<file path="src/rtl/fbpa_pkg.sv">
// Shared constants, command and status codes, and the control structs of the
// fixed block pool allocator. Used by every module in rtl/.
`default_nettype none

package fbpa_pkg;

    localparam int POOL_DEPTH_DEFAULT = 256;

    localparam int CMD_W = 2;
    localparam int IDX_W = 8;
    localparam int ST_W  = 2;
    localparam int CNT_W = 9;

    localparam logic [CMD_W-1:0] CMD_ALLOC  = 2'd0;
    localparam logic [CMD_W-1:0] CMD_FREE   = 2'd1;
    localparam logic [CMD_W-1:0] CMD_REINIT = 2'd2;

    localparam logic [ST_W-1:0] ST_OK      = 2'd0;
    localparam logic [ST_W-1:0] ST_EMPTY   = 2'd1;
    localparam logic [ST_W-1:0] ST_FOREIGN = 2'd2;

    typedef struct packed {
        logic load;
        logic pop;
    } ctrl_cmd_t;

    typedef struct packed {
        logic list_pop;
    } dp_status_t;

endpackage

`default_nettype wire

</file>
<file path="src/rtl/fbpa_ctrl.sv">
// Controller of the fixed block pool allocator: handshake, output valid and
// the pop state. Depends on fbpa_pkg.
`default_nettype none

module fbpa_ctrl (
    input  wire logic                clk,
    input  wire logic                rst_n,
    input  wire logic                in_valid,
    output logic                     in_stall,
    output logic                     out_valid,
    input  wire logic                out_stall,
    input  wire fbpa_pkg::dp_status_t stat,
    output fbpa_pkg::ctrl_cmd_t      cmd
);

    typedef enum logic [1:0] {
        S_IDLE = 2'b01,
        S_POP  = 2'b10
    } state_t;

    state_t state_reg;
    state_t state_next;
    logic   out_valid_reg;
    logic   out_valid_next;
    logic   accept;

    always_comb
    begin
        in_stall = (state_reg != S_IDLE) || (out_valid_reg && out_stall);
        accept   = in_valid && !in_stall;
        cmd.load = accept;
        cmd.pop  = (state_reg == S_POP);

        case (state_reg)
            S_IDLE:
            begin
                state_next = (accept && stat.list_pop) ? S_POP : S_IDLE;
            end
            S_POP:
            begin
                state_next = S_IDLE;
            end
            default:
            begin
                state_next = S_IDLE;
            end
        endcase

        if (accept)
        begin
            out_valid_next = 1'b1;
        end
        else if (!out_stall)
        begin
            out_valid_next = 1'b0;
        end
        else
        begin
            out_valid_next = out_valid_reg;
        end
    end

    always_ff @(posedge clk or negedge rst_n)
    begin
        if (!rst_n)
        begin
            state_reg     <= S_IDLE;
            out_valid_reg <= 1'b0;
        end
        else
        begin
            state_reg     <= state_next;
            out_valid_reg <= out_valid_next;
        end
    end

    assign out_valid = out_valid_reg;

endmodule

`default_nettype wire

</file>
<file path="src/rtl/fbpa_dp.sv">
// Datapath of the fixed block pool allocator: free-list link memory, list head,
// fresh index and live count, size register and result word. Depends on fbpa_pkg.
`default_nettype none

module fbpa_dp #(
    parameter int POOL_DEPTH = fbpa_pkg::POOL_DEPTH_DEFAULT
) (
    input  wire logic                          clk,
    input  wire logic                          rst_n,
    input  wire logic                          cfg_write,
    input  wire logic [fbpa_pkg::CNT_W-1:0]    cfg_data,
    input  wire logic [fbpa_pkg::CMD_W-1:0]    command,
    input  wire logic [fbpa_pkg::IDX_W-1:0]    block_index,
    input  wire fbpa_pkg::ctrl_cmd_t           cmd,
    output fbpa_pkg::dp_status_t               stat,
    output logic [fbpa_pkg::IDX_W-1:0]         granted_index,
    output logic [fbpa_pkg::ST_W-1:0]          status,
    output logic [fbpa_pkg::CNT_W-1:0]         active_count
);

    localparam int IW = $clog2(POOL_DEPTH);
    localparam int LW = $clog2(POOL_DEPTH + 1);
    localparam int KW = (LW > fbpa_pkg::CNT_W) ? LW : fbpa_pkg::CNT_W;
    localparam logic [LW-1:0] EMPTY  = LW'(POOL_DEPTH);
    localparam logic [KW-1:0] DEPTHK = KW'(POOL_DEPTH);

    logic [LW-1:0] link_mem [POOL_DEPTH];

    logic [fbpa_pkg::CNT_W-1:0] size_cfg_reg;
    logic [LW-1:0]              head_reg;
    logic [LW-1:0]              head_next;
    logic [LW-1:0]              fresh_reg;
    logic [LW-1:0]              fresh_next;
    logic [LW-1:0]              live_reg;
    logic [LW-1:0]              live_next;
    logic [LW-1:0]              link_rd_reg;

    logic [KW-1:0]              size_cfg_k;
    logic [KW-1:0]              size_k;
    logic [KW-1:0]              idx_k;
    logic                       list_nonempty;
    logic                       got;
    logic                       push;
    logic [LW-1:0]              granted;
    logic [fbpa_pkg::ST_W-1:0]  st;

    logic [fbpa_pkg::IDX_W-1:0] granted_reg;
    logic [fbpa_pkg::ST_W-1:0]  status_reg;
    logic [fbpa_pkg::CNT_W-1:0] count_reg;

    always_comb
    begin
        size_cfg_k    = KW'(size_cfg_reg);
        size_k        = (size_cfg_k < DEPTHK) ? size_cfg_k : DEPTHK;
        idx_k         = KW'(block_index);
        list_nonempty = (head_reg != EMPTY);

        head_next  = head_reg;
        fresh_next = fresh_reg;
        live_next  = live_reg;
        granted    = '0;
        st         = fbpa_pkg::ST_OK;
        got        = 1'b0;
        push       = 1'b0;

        stat.list_pop = (command == fbpa_pkg::CMD_ALLOC) && list_nonempty;

        case (command)
            fbpa_pkg::CMD_ALLOC:
            begin
                if (list_nonempty)
                begin
                    granted = head_reg;
                    got     = 1'b1;
                end
                else if (KW'(fresh_reg) < size_k)
                begin
                    granted    = fresh_reg;
                    fresh_next = fresh_reg + LW'(1);
                    got        = 1'b1;
                end
                else
                begin
                    st = fbpa_pkg::ST_EMPTY;
                end
                if (got && (live_reg != EMPTY))
                begin
                    live_next = live_reg + LW'(1);
                end
            end
            fbpa_pkg::CMD_FREE:
            begin
                if (idx_k >= size_k)
                begin
                    st = fbpa_pkg::ST_FOREIGN;
                end
                else
                begin
                    push      = 1'b1;
                    head_next = LW'(idx_k);
                    if (live_reg != '0)
                    begin
                        live_next = live_reg - LW'(1);
                    end
                end
            end
            fbpa_pkg::CMD_REINIT:
            begin
                head_next  = EMPTY;
                fresh_next = '0;
                live_next  = '0;
            end
            default:
            begin
                st = fbpa_pkg::ST_OK;
            end
        endcase
    end

    always_ff @(posedge clk)
    begin
        if (cmd.load && push)
        begin
            link_mem[IW'(idx_k)] <= head_reg;
        end
        if (cmd.load)
        begin
            link_rd_reg <= link_mem[IW'(head_reg)];
            granted_reg <= fbpa_pkg::IDX_W'(granted);
            status_reg  <= st;
            count_reg   <= fbpa_pkg::CNT_W'(live_next);
        end
    end

    always_ff @(posedge clk or negedge rst_n)
    begin
        if (!rst_n)
        begin
            size_cfg_reg <= fbpa_pkg::CNT_W'(256);
            head_reg     <= EMPTY;
            fresh_reg    <= '0;
            live_reg     <= '0;
        end
        else
        begin
            if (cfg_write)
            begin
                size_cfg_reg <= cfg_data;
            end
            if (cmd.pop)
            begin
                head_reg <= link_rd_reg;
            end
            else if (cmd.load)
            begin
                head_reg  <= head_next;
                fresh_reg <= fresh_next;
                live_reg  <= live_next;
            end
        end
    end

    assign granted_index = granted_reg;
    assign status        = status_reg;
    assign active_count  = count_reg;

endmodule

`default_nettype wire

</file>
<file path="src/rtl/fixed_block_pool_allocator.sv">
// Top level of the fixed block pool allocator: joins controller and datapath.
// Depends on fbpa_pkg, fbpa_ctrl and fbpa_dp.
//
// Usage:
//   Input channel (in_valid / in_stall) carries one word: command and
//   block_index. Output channel (out_valid / out_stall) returns one word per
//   input word: granted_index, status and active_count.
//   cfg_write / cfg_data set the managed block count; write only while idle.
// Results: the result word is registered at the edge that accepts its word.
// Throughput: one word per cycle while out_stall holds no result, except an
//   allocate served from the free list, which stalls input for the pop state;
//   the pop state reloads the list head from the registered link memory read.
// Reset: empty free list, no blocks handed out, block count 256. The link
//   memory is not cleared; entries are used only after a free has written them.
// Back-pressure: while out_stall holds a waiting result, in_stall is raised
//   and the result word holds.
`default_nettype none

module fixed_block_pool_allocator #(
    parameter int POOL_DEPTH = fbpa_pkg::POOL_DEPTH_DEFAULT
) (
    input  wire logic                       clk,
    input  wire logic                       rst_n,
    input  wire logic                       cfg_write,
    input  wire logic [fbpa_pkg::CNT_W-1:0] cfg_data,
    input  wire logic                       in_valid,
    output logic                            in_stall,
    input  wire logic [fbpa_pkg::CMD_W-1:0] command,
    input  wire logic [fbpa_pkg::IDX_W-1:0] block_index,
    output logic                            out_valid,
    input  wire logic                       out_stall,
    output logic [fbpa_pkg::IDX_W-1:0]      granted_index,
    output logic [fbpa_pkg::ST_W-1:0]       status,
    output logic [fbpa_pkg::CNT_W-1:0]      active_count
);

    fbpa_pkg::ctrl_cmd_t  ctl;
    fbpa_pkg::dp_status_t dstat;

    fbpa_ctrl u_ctrl (
        .clk       (clk),
        .rst_n     (rst_n),
        .in_valid  (in_valid),
        .in_stall  (in_stall),
        .out_valid (out_valid),
        .out_stall (out_stall),
        .stat      (dstat),
        .cmd       (ctl)
    );

    fbpa_dp #(
        .POOL_DEPTH (POOL_DEPTH)
    ) u_dp (
        .clk           (clk),
        .rst_n         (rst_n),
        .cfg_write     (cfg_write),
        .cfg_data      (cfg_data),
        .command       (command),
        .block_index   (block_index),
        .cmd           (ctl),
        .stat          (dstat),
        .granted_index (granted_index),
        .status        (status),
        .active_count  (active_count)
    );

`ifndef SYNTH
    a_pop_blocks_input: assert property (@(posedge clk) disable iff (!rst_n)
        (in_valid && !in_stall && dstat.list_pop) |=> in_stall)
        else $error("input taken during free-list pop");

    a_accept_gives_result: assert property (@(posedge clk) disable iff (!rst_n)
        (in_valid && !in_stall) |=> out_valid)
        else $error("accepted word produced no result");

    a_empty_grants_zero: assert property (@(posedge clk) disable iff (!rst_n)
        (out_valid && (status == fbpa_pkg::ST_EMPTY)) |-> (granted_index == '0))
        else $error("failed allocate reports a nonzero index");
`endif

endmodule

`default_nettype wire
</file>
<file path="config.mk">
export PLATFORM = sky130hd
export DESIGN_NAME = fixed_block_pool_allocator
export DESIGN_NICKNAME = d
export VERILOG_FILES = /design/src/rtl/fbpa_pkg.sv /design/src/rtl/fbpa_ctrl.sv /design/src/rtl/fbpa_dp.sv /design/src/rtl/fixed_block_pool_allocator.sv
export SDC_FILE = /design/constraint.sdc
export NUM_CORES = 2
export LEC_CHECK = 0
export BUFFER_PORTS_ARGS = -buffer_cell sky130_fd_sc_hd__clkbuf_2
export CAP_MARGIN = 20
export CORE_AREA = 2 2 415 417
export CTS_CLUSTER_DIAMETER = 50
export DETAILED_ROUTE_END_ITERATION = 7
export DIE_AREA = 0 0 417 419
export PLACE_DENSITY = 0.7
export RECOVER_POWER = 100
export SLEW_MARGIN = 10
export SYNTH_ARGS = -nofsm -noshare
export SYNTH_HDL_FRONTEND = slang
export SYNTH_HIERARCHICAL = 1
export SYNTH_SLANG_ARGS = --single-unit
</file>
<file path="constraint.sdc">
create_clock -name clk -period 10.3 [get_ports clk]
set_clock_uncertainty 0.05 [all_clocks]
set_input_delay 0.515 -clock clk [delete_from_list [all_inputs] [get_ports clk]]
set_output_delay 0.515 -clock clk [all_outputs]
set_load 0.05 [all_outputs]
</file>
# == After elaboration in Yosys (flattened, before gate mapping) ==
# Memories as Yosys holds them, arrays and structs flattened. A register that Yosys moved wholly into a read port is not among the register bits.
# Index checks and enable logic that the tools add are counted.
# totals
register_bits,58
romBits,0
latch_bits,0
output_inout_bits,21
ram_bits,2304
n_memories,1
# memory_table
name,depth,word_bits,rd,rd_clocked_by_memory_dff,write_ports,line,text
u_dp.link_mem,256,9,1,1,1,fbpa_dp.sv:27,logic [LW-1:0] link_mem [POOL_DEPTH];
# classes
shifts,0
eq_ne,11
multipliers,0
n_bitwise,1
n_div,0
mux,29
n_lt_le_gt_ge,3
n_reduce_logical,16
addsub,3
# op_table
op,n
9-bit 2-to-1 mux,9
9-bit one-hot mux with 2 select lines,2
9-bit one-hot mux with 3 select lines,1
"9-bit by 1-bit adder with 9-bit output, second input constant",2
"9-bit != test, second input constant",2
8-bit 2-to-1 mux,2
1-bit 2-to-1 mux,10
8-bit by 9-bit >= comparator with 1-bit output,1
9-bit < comparator,1
"9-bit < comparator, second input constant",1
9-bit nonzero test,1
"9-bit by 1-bit subtractor with 9-bit output, second input constant",1
2-bit 2-to-1 mux,4
1-bit logical AND,6
5-bit AND reduction,1
"2-bit by 1-bit equality test with 1-bit output, second input constant",2
"2-bit equality test, second input constant",2
"2-bit by 1-bit != test with 1-bit output, second input constant",2
"2-bit != test, second input constant",2
2-bit one-hot mux with 2 select lines,1
2-bit nonzero test,2
"3-bit != test, second input constant",1
3-bit AND reduction,1
3-bit nonzero test,1
5 further kinds,5

# == Depth between registers and ports, before layout ==
# depth
depth_word,9
depth_mapped,14
depth_no_buf,11

# == By module ==
# Netlist, hierarchy kept.
# by_module_without_submodules
module,n_inst,area_each_um2,cells_per_inst
fbpa_dp,1,92829.0,4295
fbpa_ctrl,1,145.1,13

# == Worst setup path before layout ==
# Ideal clock, no wire load.
# synth_timing
kind,register -> register
start,register u_dp.head_reg[1]
end,register u_dp.link_rd_reg[3] (read register of u_dp.link_mem) (data pin)
synth_period_minus_slack_ps,6020
slack_ps,4280
setup_ps,260
path_stages_with_launch,12
arrival_ps,5710
path_buffers,5
t_required_ps,9990
cell_sequence,dfrtp_1 buf_4 buf_2 buf_2 buf_2 buf_1 mux4_2 o21ai_0 a21oi_1 o211ai_1 o32ai_1 mux2_2
# synth_rtl
item,line,text
"start, declared",fbpa_dp.sv:30,logic [LW-1:0] head_reg;
"start signal, assigned",fbpa_dp.sv:152,head_reg <= link_rd_reg;
"start signal, assigned",fbpa_dp.sv:156,head_reg <= head_next;
"end, declared",fbpa_dp.sv:36,logic [LW-1:0] link_rd_reg;

==> metrics.csv <==
metric,value,unit
CTS clock-pin slew for the worst setup and hold paths,60,ps
Post-Syn Instances,4308,
startpoint kind of the worst setup timing path,flop,
total core area,171000,um2
wire length of the first global-routing pass,316,mm
worst slew pin tran,3860,ps
vias in the first global route,43900,
number of max-slew violations in the final report,1558,
outcome,finished with violations,
worst rel slew slack,-157,%
unrepaired setup endpoints after global routing,no,
count of buffers added by post-CTS timing repair for setup,0,
First DRT Iteration DRCs,6479,
setup slack at placement,5380,ps
weighted congestion reported at the end of routability-driven placement,0.857,
final core utilization,60.6,%
"Top FF cell, synth",edfxtp_1,
start-to-end type of the worst setup path,flop to flop,
total of fill cells in the finished design,11700,
count of warnings emitted by yosys,6,
asr flop ratio synth,1.64,%
initial antenna violation count,11,
min Tclk post-route,7550,ps
router iterations before antenna repair,5,
Max H-tree Level,4,
area taken by flip-flops and latches,71000,um2
total clock buffers created by CTS,227,
highest fanout seen on the critical path,65,
share of the clock period used by the worst path after layout,73.3,%
worst voltage drop across the vdd grid,0.214,mV
share of post-route cells with drive strength above 1,23.9,%
Vias per Instance,6.57,
total via count after detailed routing,45200,
final-layout worst hold slack,72.5,ps
Setup TNS Final,0,ps
proportion of synthesized chip area in sequential cells,76.4,%
pin count of the biggest net entering global routing,165,
Total GRT Usage,25.3,%
"EDFF count, synth",2332,
total routed wirelength,219,mm
DRC violations left,0,
Critical Path AT,8110,ps
HPWL reported at the end of detailed placement,126,mm
Post-Place Cells,6417,
required time reported for the critical path endpoint,10870,ps
chip height,419,um
width of the die,417,um
final setup vio count,0,
final total power,25.7,mW
source-to-sink clock delay at the later pin of the worst-skew pair,870,ps
Yosys cell types,71,
synthesized cell area,93000,um2
total number of clock tree sinks,2371,
Initial Utilization,54.5,%
number of register bits inferred by synthesis,2371,
Clk Tree Root Cell,clkbuf_16,
Final Hold Violating Endpoints,0,
remaining antenna violation count after routing,0,
hold crit path type,input port to flop,
count of cells resized by post-cts repair,0,
Power Dens Cells,248,nW/um2
highest attainable clock frequency,132,MHz
final worst-path setup slack,2750,ps
Top-Level Pins,45,
# nets final,4473,
flip-flop count of the largest register after layout,2304,
Die Outline Area,175000,um2
static leakage,31.9,nW
non-filler instance count after layout,6871,
total congestion overflow,0,
area growth from synthesis to layout,11.1,%
IO Port Bufs,44,
number of standard-cell rows in the floorplan,152,
Post-Layout Inst Area,103000,um2
max capacitance violation total,29,
buffer levels on the longest clock path,3,
synthesized netlist net count,4351,
clock tree from TritonCTS,built,
placed standard-cell area,95600,um2
register with the highest flop count,u_dp/link_mem,
violations in the final reports,"capacitance limit, slew limit",
Wirelength per Cell,31.9,um
Mean Syn Cell Area,21.6,um2
combined area of the multi-input logic cells,20600,um2
endpoint type of the worst setup path,flop,
==> worst paths after layout <==
path,cells after the start,from,to,slack [ps]
max in group asynchronous,3,rst_n,u_dp/head_reg[3],7790
hold / removal,2,cfg_write,u_dp/size_cfg_k[2],70
setup reg to reg,8,u_dp/head_reg[1],u_dp/link_rd_reg[2],2750
setup / recovery,8,u_dp/head_reg[1],u_dp/link_rd_reg[2],2750
min in group asynchronous,2,rst_n,u_dp/live_reg[0],260
hold reg to reg,1,u_dp/size_cfg_k[4],u_dp/size_cfg_k[4],470
==> what timing repair did <==
item,CTS,global route
endpoints found under the setup margin,0,0
hold buffers,15,0
hold endpoints to repair,48,0
==> power breakdown <==
group | internal, mW | switching [mW] | leakage (nW)
sequential | 11.5 | 0.240 | 21.6
clock | 4.92 | 3.63 | 3.76
combinational | 2.04 | 3.30 | 6.57
==> cell families after synthesis <==
family / synth area share, %
adders and majority gates: 0.256
and+or+nand+nor: 2.70
buffers and inverters: 1.51
muxes: 17.0
AOI/OAI and AO/OA: 1.99
DFF: 76.4
xor gates and xnor gates: 0.141
==> Yosys cell counts, drive strengths merged (4+ instances only) <==
cell	n	share of area (%)
a221o	5	0.054
a211oi	16	0.13
a221oi	8	0.075
mux4	644	16
mux2	22	0.27
mux2i	108	1.2
nor3	22	0.12
a31oi	15	0.10
nand2	134	0.54
nand2b	6	0.040
buf	136	0.97
a21oi	65	0.35
clkbuf	113	0.46
a22o	7	0.066
ha	19	0.26
nand3b	5	0.040
dfrtp	36	0.97
and3	7	0.047
nor4	9	0.061
a311oi	4	0.038
o211ai	7	0.057
xnor2	11	0.10
o22ai	23	0.15
o21ai	40	0.22
inv	19	0.077
a32oi	4	0.038
or3	6	0.040
o31ai	5	0.040
nor2b	14	0.10
xor2	4	0.038
nand3	35	0.19
a22oi	18	0.15
nand4	12	0.081
nor2	324	1.3
o221ai	23	0.22
a21o	7	0.057
edfxtp	2332	75
==> critical path, stage by stage (launching register included) <==
cell	delay, ps
dfrtp_1	2190
clkbuf_1	2590
mux4_2	530
mux4_2	490
nand2_1	110
a21oi_1	170
a211oi_1	510
o32ai_1	260
and3_1	280
==> per-layer routing <==
layer	wire length (um)	GRT usage, %	up-vias
li1	-	-	18300
met1	86100	36.9	24000
met2	104000	38.7	2523
met3	22600	5.35	356
met4	6330	8.18	4
met5	53	0	-
==> final cells by class <==
| class | instances | area share, % |
|---|---|---|
| timing repair buffer | 142 | 1.02 |
| clock buffer | 263 | 5.65 |
| sequential | 2371 | 68.7 |
| multi-input combinational | 1669 | 19.9 |
| clock inverter | 163 | 1.86 |
| antenna | 11 | 0.0266 |
| inverter | 19 | 0.0787 |
| tap | 2233 | 2.70 |
==> cell usage in the layout, fill, tap and decap left out, types with 23 or more instances in the layout <==
cell and n:
nand2_1 134, o22ai_1 23, a21oi_1 64, buf_4 40, edfxtp_1 2332, dfrtp_1 35
bufinv_16 33, nor2_1 322, mux2i_1 108, clkbuf_2 23, clkbuf_16 227, nand3_1 29
clkbuf_1 81, mux4_2 644, o21ai_0 36, o221ai_1 23, clkinv_2 42, clkinv_1 51
No activity file was read; power rests on OpenSTA's default activity.
